## src/rtl/core/jvff_pkg.sv

```systemverilog
// ----------------------------------------------------------------------------
// jvff_pkg
// Shared types and constants of the joint velocity controller with timeout
// hold: beat payloads, status and register index codes.
// ----------------------------------------------------------------------------
package jvff_pkg;

  localparam int unsigned JointW  = 2;
  localparam int unsigned PosW    = 32;
  localparam int unsigned TickW   = 32;
  localparam int unsigned GainW   = 16;
  localparam int unsigned GainsW  = 64;
  localparam int unsigned CfgIdxW = 1;

  typedef enum logic {
    REQ_CMD = 1'b0,
    REQ_UPD = 1'b1
  } req_e;

  typedef enum logic [1:0] {
    ST_DRIVE  = 2'd0,
    ST_STAGED = 2'd1,
    ST_COMMIT = 2'd2,
    ST_REJECT = 2'd3
  } status_e;

  typedef enum logic [CfgIdxW-1:0] {
    CFG_NORMAL_GAINS = 1'b0,
    CFG_SAFE_GAINS   = 1'b1
  } cfg_idx_e;

  typedef struct packed {
    req_e                     req_type;
    logic [JointW-1:0]        joint;
    logic signed [PosW-1:0]   position;
    logic signed [PosW-1:0]   ff_velocity;
    logic signed [TickW-1:0]  timeout_ticks;
    logic [TickW-1:0]         elapsed_ticks;
    logic                     last;
  } req_t;

  typedef struct packed {
    status_e                  status;
    logic [JointW-1:0]        joint_out;
    logic signed [PosW-1:0]   drive_velocity;
    logic                     holding;
  } rsp_t;

endpackage

```

## src/rtl/core/jvff_if.sv

```systemverilog
// ----------------------------------------------------------------------------
// jvff channel interfaces
// Valid/ready channels for request beats, result beats and register writes.
// ----------------------------------------------------------------------------
interface jvff_req_if;
  logic           valid;
  logic           ready;
  jvff_pkg::req_t data;

  modport source (output valid, output data, input ready);
  modport sink   (input valid, input data, output ready);
endinterface

interface jvff_rsp_if;
  logic           valid;
  logic           ready;
  jvff_pkg::rsp_t data;

  modport source (output valid, output data, input ready);
  modport sink   (input valid, input data, output ready);
endinterface

interface jvff_cfg_if;
  logic                               valid;
  logic                               ready;
  logic [jvff_pkg::CfgIdxW-1:0]       index;
  logic [jvff_pkg::GainsW-1:0]        wdata;

  modport source (output valid, output index, output wdata, input ready);
  modport sink   (input valid, input index, input wdata, output ready);
endinterface

```

## src/rtl/core/joint_velocity_ff_with_timeout_hold.sv

```systemverilog
// ----------------------------------------------------------------------------
// joint_velocity_ff_with_timeout_hold
// Multi-joint position controller with velocity feed-forward, staged group
// commands and a timeout that falls back to holding position.
// A request beat goes through the input register, then the result register.
// Throughput: one beat per cycle while results are taken; all joint state is
// read and updated in the single compute stage between the two registers.
// Reset: targets, held positions, stopwatch and flags clear; active timeout
// is zero (immediate hold); gains clear; staged entries are not reset.
// ----------------------------------------------------------------------------
module joint_velocity_ff_with_timeout_hold #(
  parameter int unsigned NUM_JOINTS = 4
) (
  input  logic         clk_i,
  input  logic         rst_ni,
  jvff_req_if.sink     req_i,
  jvff_rsp_if.source   rsp_o,
  jvff_cfg_if.sink     cfg_i
);

  localparam int unsigned IdxW = (NUM_JOINTS > 1) ? $clog2(NUM_JOINTS) : 1;
  localparam int unsigned PosW = jvff_pkg::PosW;

  // gain registers
  logic [jvff_pkg::GainsW-1:0] normal_gains_q, safe_gains_q;

  // joint state
  logic signed [PosW-1:0] tgt_pos_q [NUM_JOINTS];
  logic signed [PosW-1:0] tgt_vel_q [NUM_JOINTS];
  logic signed [PosW-1:0] held_q    [NUM_JOINTS];
  logic signed [PosW-1:0] stg_pos_q [NUM_JOINTS];
  logic signed [PosW-1:0] stg_vel_q [NUM_JOINTS];
  logic signed [jvff_pkg::TickW-1:0] stg_tmo_q, act_tmo_q;
  logic [NUM_JOINTS-1:0]             mask_q;
  logic [jvff_pkg::TickW-1:0]        sw_q;
  logic                              was_hold_q, tnow_q;

  // pipeline
  logic           s1_valid;
  jvff_pkg::req_t d;
  logic           adv;
  logic           rsp_valid_q;
  jvff_pkg::rsp_t rsp_q, rsp_d;

  jvff_in_reg u_in_reg (
    .clk_i      (clk_i),
    .rst_ni     (rst_ni),
    .in_valid_i (req_i.valid),
    .in_data_i  (req_i.data),
    .in_ready_o (req_i.ready),
    .take_i     (adv),
    .valid_o    (s1_valid),
    .data_o     (d)
  );

  assign adv = s1_valid && (!rsp_valid_q || rsp_o.ready);

  // decode
  logic                  is_cmd, is_upd, jv, upd0, full, commit;
  logic [IdxW-1:0]       jidx;
  logic [NUM_JOINTS-1:0] mask_set, mask_new;
  logic [jvff_pkg::TickW:0]   sw_sum;
  logic [jvff_pkg::TickW-1:0] sw_sat;
  logic                  act_pos, t_new, tn;
  logic signed [PosW-1:0] held_val, ref_pos, ff_sel, calc_drive;
  logic [jvff_pkg::GainW-1:0] gain_sel;

  assign is_cmd   = d.req_type == jvff_pkg::REQ_CMD;
  assign is_upd   = d.req_type == jvff_pkg::REQ_UPD;
  assign jv       = {1'b0, d.joint} < (jvff_pkg::JointW + 1)'(NUM_JOINTS);
  assign jidx     = IdxW'(d.joint);
  assign upd0     = is_upd && jv && (d.joint == '0);
  assign mask_set = jv ? (NUM_JOINTS'(1) << jidx) : '0;
  assign mask_new = mask_q | mask_set;
  assign full     = &mask_new;
  assign commit   = is_cmd && d.last && full;

  assign sw_sum  = {1'b0, sw_q} + {1'b0, d.elapsed_ticks};
  assign sw_sat  = sw_sum[jvff_pkg::TickW] ? '1 : sw_sum[jvff_pkg::TickW-1:0];
  assign act_pos = !act_tmo_q[jvff_pkg::TickW-1] && (act_tmo_q != '0);
  assign t_new   = act_pos ? (sw_sat > act_tmo_q[jvff_pkg::TickW-1:0])
                           : (act_tmo_q == '0);
  assign tn      = upd0 ? t_new : tnow_q;

  assign held_val = was_hold_q ? held_q[jidx] : d.position;
  assign ref_pos  = tn ? held_val : tgt_pos_q[jidx];
  assign ff_sel   = tn ? '0 : tgt_vel_q[jidx];
  assign gain_sel = tn ? safe_gains_q[{d.joint, 4'b0000} +: jvff_pkg::GainW]
                       : normal_gains_q[{d.joint, 4'b0000} +: jvff_pkg::GainW];

  jvff_drive_calc u_drive_calc (
    .ref_pos_i  (ref_pos),
    .meas_pos_i (d.position),
    .gain_i     (gain_sel),
    .ff_i       (ff_sel),
    .drive_o    (calc_drive)
  );

  always_comb begin
    rsp_d.joint_out      = d.joint;
    rsp_d.drive_velocity = '0;
    rsp_d.holding        = 1'b0;
    if (is_cmd) begin
      if (!d.last) begin
        rsp_d.status = jvff_pkg::ST_STAGED;
      end else if (full) begin
        rsp_d.status = jvff_pkg::ST_COMMIT;
      end else begin
        rsp_d.status = jvff_pkg::ST_REJECT;
      end
    end else begin
      rsp_d.status  = jvff_pkg::ST_DRIVE;
      rsp_d.holding = tn;
      if (jv) begin
        rsp_d.drive_velocity = calc_drive;
      end
    end
  end

  // configuration writes
  assign cfg_i.ready = 1'b1;

  always_ff @(posedge clk_i or negedge rst_ni) begin
    if (!rst_ni) begin
      normal_gains_q <= '0;
      safe_gains_q   <= '0;
    end else if (cfg_i.valid) begin
      case (cfg_i.index)
        jvff_pkg::CFG_NORMAL_GAINS: normal_gains_q <= cfg_i.wdata;
        jvff_pkg::CFG_SAFE_GAINS:   safe_gains_q   <= cfg_i.wdata;
        default: ;
      endcase
    end
  end

  // staged entries
  always_ff @(posedge clk_i) begin
    if (adv && is_cmd && jv) begin
      stg_pos_q[jidx] <= d.position;
      stg_vel_q[jidx] <= d.ff_velocity;
      stg_tmo_q       <= d.timeout_ticks;
    end
  end

  // committed and tracked state
  always_ff @(posedge clk_i or negedge rst_ni) begin
    if (!rst_ni) begin
      for (int i = 0; i < NUM_JOINTS; i++) begin
        tgt_pos_q[i] <= '0;
        tgt_vel_q[i] <= '0;
        held_q[i]    <= '0;
      end
      act_tmo_q  <= '0;
      mask_q     <= '0;
      sw_q       <= '0;
      was_hold_q <= 1'b0;
      tnow_q     <= 1'b0;
    end else if (adv) begin
      if (is_cmd) begin
        mask_q <= d.last ? '0 : mask_new;
        if (commit) begin
          for (int i = 0; i < NUM_JOINTS; i++) begin
            if (jv && (jidx == IdxW'(i))) begin
              tgt_pos_q[i] <= d.position;
              tgt_vel_q[i] <= d.ff_velocity;
            end else begin
              tgt_pos_q[i] <= stg_pos_q[i];
              tgt_vel_q[i] <= stg_vel_q[i];
            end
          end
          act_tmo_q <= jv ? d.timeout_ticks : stg_tmo_q;
          sw_q      <= '0;
        end
      end else begin
        if (upd0) begin
          tnow_q <= t_new;
          if (act_pos) begin
            sw_q <= sw_sat;
          end
        end
        if (jv && !was_hold_q) begin
          held_q[jidx] <= d.position;
        end
        if (d.last) begin
          was_hold_q <= tn;
        end
      end
    end
  end

  // result register
  always_ff @(posedge clk_i or negedge rst_ni) begin
    if (!rst_ni) begin
      rsp_valid_q <= 1'b0;
    end else if (adv) begin
      rsp_valid_q <= 1'b1;
    end else if (rsp_o.ready) begin
      rsp_valid_q <= 1'b0;
    end
  end

  always_ff @(posedge clk_i) begin
    if (adv) begin
      rsp_q <= rsp_d;
    end
  end

  assign rsp_o.valid = rsp_valid_q;
  assign rsp_o.data  = rsp_q;

  // checks
  a_nondrive_quiet: assert property (@(posedge clk_i) disable iff (!rst_ni)
    (rsp_valid_q && (rsp_q.status != jvff_pkg::ST_DRIVE))
      |-> (rsp_q.drive_velocity == '0) && !rsp_q.holding)
    else $error("non-drive result carries drive or hold");

  a_commit_clears_sw: assert property (@(posedge clk_i) disable iff (!rst_ni)
    (adv && commit) |=> (sw_q == '0))
    else $error("stopwatch not cleared on commit");

  a_last_clears_mask: assert property (@(posedge clk_i) disable iff (!rst_ni)
    (adv && is_cmd && d.last) |=> (mask_q == '0))
    else $error("staged mask not cleared at group end");

  a_zero_tmo_holds: assert property (@(posedge clk_i) disable iff (!rst_ni)
    (adv && upd0 && (act_tmo_q == '0)) |=> tnow_q)
    else $error("zero timeout did not hold");

endmodule

```

## src/rtl/core/jvff_in_reg.sv

```systemverilog
// ----------------------------------------------------------------------------
// jvff_in_reg
// Input register stage: captures one request beat and holds it until the
// compute stage takes it.
// ----------------------------------------------------------------------------
module jvff_in_reg (
  input  logic           clk_i,
  input  logic           rst_ni,
  input  logic           in_valid_i,
  input  jvff_pkg::req_t in_data_i,
  output logic           in_ready_o,
  input  logic           take_i,
  output logic           valid_o,
  output jvff_pkg::req_t data_o
);

  logic           valid_q, valid_d;
  jvff_pkg::req_t data_q;
  logic           fire;

  assign in_ready_o = !valid_q || take_i;
  assign fire       = in_valid_i && in_ready_o;

  always_comb begin
    valid_d = valid_q;
    if (fire) begin
      valid_d = 1'b1;
    end else if (take_i) begin
      valid_d = 1'b0;
    end
  end

  always_ff @(posedge clk_i or negedge rst_ni) begin
    if (!rst_ni) begin
      valid_q <= 1'b0;
    end else begin
      valid_q <= valid_d;
    end
  end

  always_ff @(posedge clk_i) begin
    if (fire) begin
      data_q <= in_data_i;
    end
  end

  assign valid_o = valid_q;
  assign data_o  = data_q;

endmodule

```

## src/rtl/core/jvff_drive_calc.sv

```systemverilog
// ----------------------------------------------------------------------------
// jvff_drive_calc
// Drive arithmetic: gain times position error, floor shift by eight,
// feed-forward add and saturation to Q16.16.
// ----------------------------------------------------------------------------
module jvff_drive_calc (
  input  logic signed [jvff_pkg::PosW-1:0] ref_pos_i,
  input  logic signed [jvff_pkg::PosW-1:0] meas_pos_i,
  input  logic [jvff_pkg::GainW-1:0]       gain_i,
  input  logic signed [jvff_pkg::PosW-1:0] ff_i,
  output logic signed [jvff_pkg::PosW-1:0] drive_o
);

  localparam int unsigned ErrW  = jvff_pkg::PosW + 1;
  localparam int unsigned ProdW = ErrW + jvff_pkg::GainW + 1;
  localparam int unsigned ScW   = ProdW - 8;
  localparam int unsigned SumW  = ScW + 1;

  logic signed [ErrW-1:0]  err;
  logic signed [ProdW-1:0] prod;
  logic signed [ScW-1:0]   scaled;
  logic signed [SumW-1:0]  sum;
  logic                    in_range;

  assign err    = {ref_pos_i[jvff_pkg::PosW-1], ref_pos_i}
                - {meas_pos_i[jvff_pkg::PosW-1], meas_pos_i};
  assign prod   = err * $signed({1'b0, gain_i});
  // arithmetic shift rounds toward minus infinity
  assign scaled = prod[ProdW-1:8];
  assign sum    = {scaled[ScW-1], scaled}
                + {{(SumW - jvff_pkg::PosW){ff_i[jvff_pkg::PosW-1]}}, ff_i};

  assign in_range = (&sum[SumW-1:jvff_pkg::PosW-1]) || !(|sum[SumW-1:jvff_pkg::PosW-1]);

  always_comb begin
    if (in_range) begin
      drive_o = sum[jvff_pkg::PosW-1:0];
    end else if (sum[SumW-1]) begin
      drive_o = {1'b1, {(jvff_pkg::PosW-1){1'b0}}};
    end else begin
      drive_o = {1'b0, {(jvff_pkg::PosW-1){1'b1}}};
    end
  end

endmodule

```

## src/flat_wrapper.sv

```systemverilog
// flat-port wrapper written by rule: the top's interface ports become plain ports
module joint_velocity_ff_with_timeout_hold_flat 
#(
  parameter int unsigned NUM_JOINTS = 4
)
  (clk_i, rst_ni, req_i_valid, req_i_data, req_i_ready, rsp_o_valid, rsp_o_data, rsp_o_ready, cfg_i_valid, cfg_i_index, cfg_i_wdata, cfg_i_ready);
  jvff_req_if req_i_i ();
  jvff_rsp_if rsp_o_i ();
  jvff_cfg_if cfg_i_i ();
  input  logic clk_i;
  input  logic rst_ni;
  input wire logic [$bits(req_i_i.valid)-1:0] req_i_valid;
  input wire logic [$bits(req_i_i.data)-1:0] req_i_data;
  output wire logic [$bits(req_i_i.ready)-1:0] req_i_ready;
  output wire logic [$bits(rsp_o_i.valid)-1:0] rsp_o_valid;
  output wire logic [$bits(rsp_o_i.data)-1:0] rsp_o_data;
  input wire logic [$bits(rsp_o_i.ready)-1:0] rsp_o_ready;
  input wire logic [$bits(cfg_i_i.valid)-1:0] cfg_i_valid;
  input wire logic [$bits(cfg_i_i.index)-1:0] cfg_i_index;
  input wire logic [$bits(cfg_i_i.wdata)-1:0] cfg_i_wdata;
  output wire logic [$bits(cfg_i_i.ready)-1:0] cfg_i_ready;
  assign req_i_i.valid = req_i_valid;
  assign req_i_i.data = req_i_data;
  assign req_i_ready = req_i_i.ready;
  assign rsp_o_valid = rsp_o_i.valid;
  assign rsp_o_data = rsp_o_i.data;
  assign rsp_o_i.ready = rsp_o_ready;
  assign cfg_i_i.valid = cfg_i_valid;
  assign cfg_i_i.index = cfg_i_index;
  assign cfg_i_i.wdata = cfg_i_wdata;
  assign cfg_i_ready = cfg_i_i.ready;
  joint_velocity_ff_with_timeout_hold #(.NUM_JOINTS(NUM_JOINTS)) u_core (.clk_i(clk_i), .rst_ni(rst_ni), .req_i(req_i_i), .rsp_o(rsp_o_i), .cfg_i(cfg_i_i));
endmodule
```

## config.mk

```make
export PLATFORM = sky130hd
export DESIGN_NAME = joint_velocity_ff_with_timeout_hold_flat
export DESIGN_NICKNAME = d
export VERILOG_FILES = /design/src/rtl/core/jvff_pkg.sv /design/src/rtl/core/jvff_if.sv /design/src/rtl/core/joint_velocity_ff_with_timeout_hold.sv /design/src/rtl/core/jvff_in_reg.sv /design/src/rtl/core/jvff_drive_calc.sv /design/src/flat_wrapper.sv
export SDC_FILE = /design/constraint.sdc
export NUM_CORES = 2
export LEC_CHECK = 0
export ABC_CLOCK_PERIOD_IN_PS = 19950
export BUFFER_PORTS_ARGS = -buffer_cell sky130_fd_sc_hd__clkbuf_2
export CAP_MARGIN = 5
export CORE_AREA = 2 2 324 326
export CTS_CLUSTER_SIZE = 25
export DETAILED_ROUTE_END_ITERATION = 6
export DIE_AREA = 0 0 326 328
export PLACE_DENSITY_LB_ADDON = 0.1
export SLEW_MARGIN = 10
export SYNTH_ARGS = -nofsm -noshare
export SYNTH_HDL_FRONTEND = slang
export SYNTH_SLANG_ARGS = --single-unit
```

## constraint.sdc

```tcl
create_clock -name clk_i -period 19.95 [get_ports clk_i]
set_input_delay 1.995 -clock clk_i [delete_from_list [all_inputs] [get_ports clk_i]]
set_output_delay 1.995 -clock clk_i [all_outputs]
set_load 0.05 [all_outputs]
```

## Word-level counts from Yosys, hierarchy flattened

Memory sizes are Yosys's and may differ from the RTL's. A register that Yosys moved wholly into a read port is not among the register bits.
Index checks and enable logic that the tools add are counted.

- Add/sub/neg operators: 3
- Multiply operators: 1
- Div/mod/pow operators: 0
- Magnitude comparators: 3
- Equal/unequal tests: 2
- Shifts and indexed selects: 3
- Mux-type cells: 34
- Bitwise gates (word level): 6
- Reductions and logical operators: 41

Operator list:

| kind | number |
|---|---|
| $mux W32 | 17 |
| $bmux W32 S2 | 3 |
| $bwmux W128 | 1 |
| $shiftx A64 B7 Y16 | 2 |
| $demux W32 S2 | 1 |
| $mul A33 B17 Y50 | 1 |
| $add A42 B32 Y43 | 1 |
| $add A32 B32 Y33 | 1 |
| $sub A32 B32 Y33 | 1 |
| $gt A32 B32 Y1 | 1 |
| $logic_not A32 Y1 | 1 |
| $reduce_bool A32 Y1 | 1 |
| $mux W16 | 1 |
| $logic_not A1 Y1 | 12 |
| $reduce_and A12 Y1 | 1 |
| $reduce_or A12 Y1 | 1 |
| $mux W1 | 10 |
| $reduce_and A3 Y1 | 3 |
| $logic_and A1 B1 Y1 | 8 |
| $reduce_and A2 Y1 | 4 |
| $reduce_and A4 Y1 | 2 |
| $reduce_bool A2 Y1 | 3 |
| $mux W4 | 1 |
| $ne A2 B1 Y1 const B | 2 |
| 9 further kinds | 14 |

- Register bits after elaboration: 497
- Bits in latches: 0
- RAM bits: 256
- ROM bits: 0
- Bits of input ports: 202
- Output and inout port bits: 40
- Word-level logic and storage cells: 120
- Memories kept: 2

Memories:

| name | depth | bits a word | rd ports | clocked after memory_dff | write ports | RTL line | RTL |
|---|---|---|---|---|---|---|---|
| u_core.stg_pos_q | 4 | 32 | 4 | 4 | 1 | joint_velocity_ff_with_timeout_hold.sv:31 | `logic signed [PosW-1:0] stg_pos_q [NUM_JOINTS];` |
| u_core.stg_vel_q | 4 | 32 | 4 | 4 | 1 | joint_velocity_ff_with_timeout_hold.sv:32 | `logic signed [PosW-1:0] stg_vel_q [NUM_JOINTS];` |

## Longest topological paths before layout

- Word-level depth: 13
- Depth in mapped cells: 82
- Mapped depth without buffers: 75

## Cells and area by module

Synthesis repeated with hierarchy kept, for this count alone.

- Cells, all modules: 6095
- Area, all modules: 66623.9 um2

By module, submodules not included:

| module | times used | cells each | area an instance (um2) |
|---|---|---|---|
| joint_velocity_ff_with_timeout_hold | 1 | 3207 | 39750.6 |
| jvff_drive_calc | 1 | 2752 | 22855.7 |
| jvff_in_reg | 1 | 136 | 4017.6 |

## Least setup slack after synthesis

Ideal clock, no wire load.

- Kind: flip-flop to flip-flop
- Start: register u_core.u_in_reg.data_q (netlist bit u_core.u_in_reg.data_o[1])
- End: register u_core.rsp_q (netlist bit u_core.rsp_o.data[10]), data pin
- Library setup time: 0.270 ns
- Arrival time: 17.081 ns
- Required time: 19.680 ns
- Path slack: 2.599 ns
- Cell stages (with the launch flop): 78
- Buffers on the path: 8
- Cells stage by stage: edfxtp_1 ha_1 fa_1 a211oi_2 o21bai_1 o41ai_2 a211oi_1 o31ai_1 o2111a_1 o31ai_1 or2_1 a221o_1 a21oi_4 buf_6 buf_6 nand2_1 ha_1 a21oi_1 [42 not listed] a21boi_0 o21bai_1 xor2_1 ha_1 clkbuf_1 a21o_1 a21o_1 a21o_1 a21oi_1 o21bai_1 a221oi_1 nand2_1 mux2_2 o2111a_1 and4b_1 o21ai_0 clkbuf_1 o21ai_0

- Word-level cells in the longest chain between the ends: 13

Ends and longest elaborated chain:

| what | RTL line | RTL |
|---|---|---|
| start: declaration | jvff_in_reg.sv:18 | `jvff_pkg::req_t data_q;` |
| start signal: assignment | jvff_in_reg.sv:43 | `data_q <= in_data_i;` |
| $add A32 B32 Y33 * | joint_velocity_ff_with_timeout_hold.sv:78 | `assign sw_sum = {1'b0, sw_q} + {1'b0, d.elapsed_ticks};` |
| $mux W32 * | joint_velocity_ff_with_timeout_hold.sv:79 | `assign sw_sat = sw_sum[jvff_pkg::TickW] ? '1 : sw_sum[jvff_pkg::TickW-1:0];` |
| $gt A32 B32 Y1 * | joint_velocity_ff_with_timeout_hold.sv:81 | `assign t_new = act_pos ? (sw_sat > act_tmo_q[jvff_pkg::TickW-1:0])` |
| $mux W1 * | joint_velocity_ff_with_timeout_hold.sv:81 |  |
| $mux W1 * | -- |  |
| $mux W32 | joint_velocity_ff_with_timeout_hold.sv:86 | `assign ref_pos = tn ? held_val : tgt_pos_q[jidx];` |
| $sub A32 B32 Y33 | jvff_drive_calc.sv:26 | `- {meas_pos_i[jvff_pkg::PosW-1], meas_pos_i};` |
| $mul A33 B17 Y50 | jvff_drive_calc.sv:27 | `assign prod = err * $signed({1'b0, gain_i});` |
| $add A42 B32 Y43 * | jvff_drive_calc.sv:31 | `+ {{(SumW - jvff_pkg::PosW){ff_i[jvff_pkg::PosW-1]}}, ff_i};` |
| $reduce_or A12 Y1 | jvff_drive_calc.sv:33 | `assign in_range = (&sum[SumW-1:jvff_pkg::PosW-1]) \|\| !(\|sum[SumW-1:jvff_pkg::PosW-1]);` |
| $logic_not A1 Y1 | jvff_drive_calc.sv:33 |  |
| $logic_or A1 B1 Y1 | jvff_drive_calc.sv:33 |  |
| $mux W32 * | jvff_drive_calc.sv:36 | `if (in_range) begin` |
| end signal: assignment | joint_velocity_ff_with_timeout_hold.sv:204 | `rsp_q <= rsp_d;` |
| end: declaration | joint_velocity_ff_with_timeout_hold.sv:43 | `jvff_pkg::rsp_t rsp_q, rsp_d;` |

Every way passes the cells marked *; elsewhere a longest branch is shown, timed or not.
A chain may end at the register's enable or synchronous reset.

## Worst setup path after layout

- Start: register u_core.u_in_reg.data_q (netlist bit u_core.u_in_reg.data_o[1])
- End: register u_core.rsp_q (netlist bit u_core.rsp_o.data[27]), data pin

The elaborated chain is that of the path after synthesis.

==> reports/qor.txt <==
Final Critical Period - 18.79 ns
Antenna violations before repair - 9
Global-route wire length before repair - 259,500 um
Avg Inst Size Synth - 11.03 sq um
Final hold violation count - 0
Cell mode on critical path - a21o_1
Worst Hold Path EP - u_core.act_tmo_q[24]$_DFFE_PN0P_
Max cap viols - 0
1st-pass router iterations - 7
Boundary Pins - 242
Cell depth of the worst hold path - 2
Worst EP required - 20.36 ns
Die area - 106,900 sq um
Core Util, Final - 68.79%
Die width - 326 um
Worst slew margin - 18.25%
Initial core utilization - 62.82%
CP peak stage delay - 0.58 ns
Largest net degree at the start of global routing - 231
Max clock buf depth - 3
FF-to-FF setup slack - 1.16 ns
Crit end category - flop
CP max-delay cell - fa_1
Worst setup SP type - flop
Clock Skew - 0.03357 ns
Total routed wirelength - 166,200 um
Area grow syn2layout - 9.515%
Status - finished with violations
RSZ-0062 raised after global routing - false
Drc violations - 2
Vias in the first global route - 45,470
Mapped Area - 64,830 sq um
Syn Nets - 6,836
CTS Buf Count - 103
Worst r2r dst - u_core.rsp_o.data[27]$_SDFFCE_PN0P_
Vias post-DR - 44,520
HP Class - flop to flop
Core ar. - 103,200 sq um
Worst slew pin tran - 1.223 ns
Site Rows - 118
Worst r2r src - u_core.u_in_reg.data_o[1]$_DFFE_PP_
NumNets Final - 6,971
Number of routed nets with antenna violations - 0
Share of post-route cells with drive strength above 1 - 15.61%
Reg2reg path depth - 73
Root buf cell - clkbuf_16
Skew-Pair Late Insertion Delay - 0.70 ns
Final setup viols - 0
Synth unique cells - 76
Async S/R FF share, synth - 57.88%
Crit-path max FO - 15
Arrival time worst endpoint - 19.20 ns
CTS tree - yes
Cell count after synthesis - 5,875
Avg WL per Cell - 22.22 um
Peak Freq - 53.22 MHz
Clk slew on worst S/H paths - 0.06 ns
Synth Warn # - 0
Fin crit share - 94.18%
#FFs+latches synth - 1,009
Number of synthesized flops with an enable pin - 425
Gr ovfl total - 0
Global Route Usage Sum - 31.46%
RePlAce Congestion - 0.9264
DRT iter0 DRCs - 4,009
Sequential area share after synthesis - 42.23%
Setup TNS - 0 ns
Hold path start - u_core.u_in_reg.data_o[57]$_DFFE_PP_
Primary FF master, synth - dfrtp_1
Height of the die - 328 um
# H-tree levels - 3
Post-DP HPWL - 114,900 um
I/O Buffers - 240
Setup CP Type - flop to flop
CTS Sinks - 1,009
Post-DR vias/cell - 5.950
Max-slew violations - 0
Violated checks - DRC
## per-stage QoR
stage                     std cells  instance area [sq um]  hold WS (ns)  setup WS (ns)
after floorplan                5875                  64830        0.4244          2.599
after global placement         7280                  67490        0.4369         0.6887
after detailed placement       7280                  67490        0.4421         0.1593
after CTS                      7475                  70850        0.4524        0.05665
after global routing           7481                  70990        0.4711       0.005683
final                          7482                  71000        0.4506          1.162
## cell families (layout without fill, tap and decap cells)
logic type / count (synthesis) / count (layout) / share of synthesized area, %
flip-flops: 1009 / 1009 / 42.23
buffers and inverters: 1003 / 1226 / 5.892
AND/OR/NAND/NOR: 1620 / 1620 / 10.43
multiplexers: 507 / 507 / 10.85
adder cells (fa/ha/maj): 759 / 759 / 20.49
AO/OA/AOI/OAI: 810 / 812 / 7.865
XOR/XNOR: 166 / 166 / 2.243
other: 1 / 3 / 0.005785
## cells in the final DEF, fill, tap and decap left out, types with 21 or more instances in the layout
cell	count
nand2_1	754
inv_1	688
nor2_1	588
dfrtp_1	583
fa_1	504
edfxtp_1	425
mux2_2	271
ha_1	255
clkbuf_2	239
a21oi_1	227
a31oi_1	208
mux4_2	128
o21ai_0	124
xnor2_1	108
clkbuf_16	106
mux2i_1	100
buf_4	93
a21o_1	82
nor2b_1	62
xor2_1	54
nand2b_1	51
clkbuf_1	36
a22o_1	29
o21a_1	27
nand4_1	23
and2_1	23
o21bai_1	23
nand3_1	21
## registers in the layout, indices dropped and copies added, names as in the netlist, 32 cells and up
register	count
u_core.sw_q	32
u_core.rsp_o.data	37
u_core.stg_vel_q	128
u_core.tgt_vel_q	128
u_core.u_in_reg.data_o	132
u_core.act_tmo_q	32
u_core.normal_gains_q	64
u_core.safe_gains_q	64
u_core.tgt_pos_q	128
u_core.held_q	128
u_core.stg_pos_q	128
## critical path, delay by kind of cell, from the launching register on
| family | cells | cell delay (ns) |
|---|---|---|
| buffers and inverters | 6 | 0.58 |
| AND/OR/NAND/NOR | 10 | 1.41 |
| XOR/XNOR | 2 | 0.55 |
| adder cells (fa/ha/maj) | 12 | 5.23 |
| multiplexers | 1 | 0.27 |
| AO/OA/AOI/OAI | 42 | 10.05 |
| flip-flops | 1 | 0.37 |
## cell type report
type,count,area [sq um]
clock inverters,33,296.5
diodes,2,5.005
clock buffers,162,3063
well taps,1380,1727
fillers,7692,32210
multi-input cells,3865,33890
repair buffers,339,2029
inverters,692,2605
flip-flops and latches,1009,27380
## synthesized netlist by cell type, drive strengths merged (5+ instances only)
cell type | count | share of area [%]
buf | 61 | 0.44
and3 | 20 | 0.19
mux4 | 128 | 4.4
nand3 | 21 | 0.16
fa | 504 | 16
xor2 | 56 | 0.76
nor3 | 17 | 0.13
nand4 | 23 | 0.22
ha | 255 | 4.9
o21ai | 129 | 1.0
nor2 | 594 | 3.4
a21o | 82 | 0.95
and4 | 5 | 0.068
inv | 692 | 4.0
a211o | 5 | 0.068
o2111ai | 5 | 0.068
edfxtp | 425 | 20
o211ai | 10 | 0.12
nor4 | 14 | 0.14
and2 | 24 | 0.23
a211oi | 11 | 0.14
clkbuf | 250 | 1.4
nand3b | 5 | 0.058
nand2 | 755 | 4.4
a221o | 8 | 0.12
nor3b | 5 | 0.058
o21a | 27 | 0.31
dfrtp | 584 | 23
nor2b | 63 | 0.61
a221oi | 7 | 0.12
or3 | 5 | 0.048
o31ai | 7 | 0.081
o21bai | 23 | 0.27
a21oi | 228 | 1.8
xnor2 | 110 | 1.5
a31oi | 208 | 2.0
mux2 | 271 | 4.7
mux2i | 108 | 1.7
nand2b | 52 | 0.50
or2 | 8 | 0.077
a22o | 29 | 0.39
## worst max path at each step
stage	startpoint	to	slack, ns	depth (start not counted)
floorplan	u_core.u_in_reg.data_o[1]$_DFFE_PP_	u_core.rsp_o.data[10]$_SDFFCE_PN0P_	2.60	77
global placement	u_core.u_in_reg.data_o[1]$_DFFE_PP_	u_core.rsp_o.data[6]$_SDFFCE_PN0P_	0.69	71
detailed placement	u_core.u_in_reg.data_o[1]$_DFFE_PP_	u_core.rsp_o.data[8]$_SDFFCE_PN0P_	0.16	72
CTS	u_core.u_in_reg.data_o[1]$_DFFE_PP_	u_core.rsp_o.data[18]$_SDFFCE_PN0P_	0.06	72
global route	u_core.u_in_reg.data_o[1]$_DFFE_PP_	u_core.rsp_o.data[1]$_SDFFCE_PN0P_	0.006	71
finish	u_core.u_in_reg.data_o[1]$_DFFE_PP_	u_core.rsp_o.data[27]$_SDFFCE_PN0P_	1.16	73
## repair_timing
action,CTS,global route
buffers inserted,0,3
resized for setup,0,15
setup endpoints to repair,0,31
hold buffers,0,0
## layer usage
layer / part of all wire, % / wire length, um / GRT usage [%]
met5: 0.029 / 48 / 0
met1: 42 / 70520 / 45.24
met3: 8.4 / 13940 / 6.473
met4: 2.5 / 4163 / 8.245
met2: 47 / 77560 / 49.44
Power is left out: the tool's default activity adds up to more than one toggle a clock period on the data nets, which glitch-free logic cannot reach.
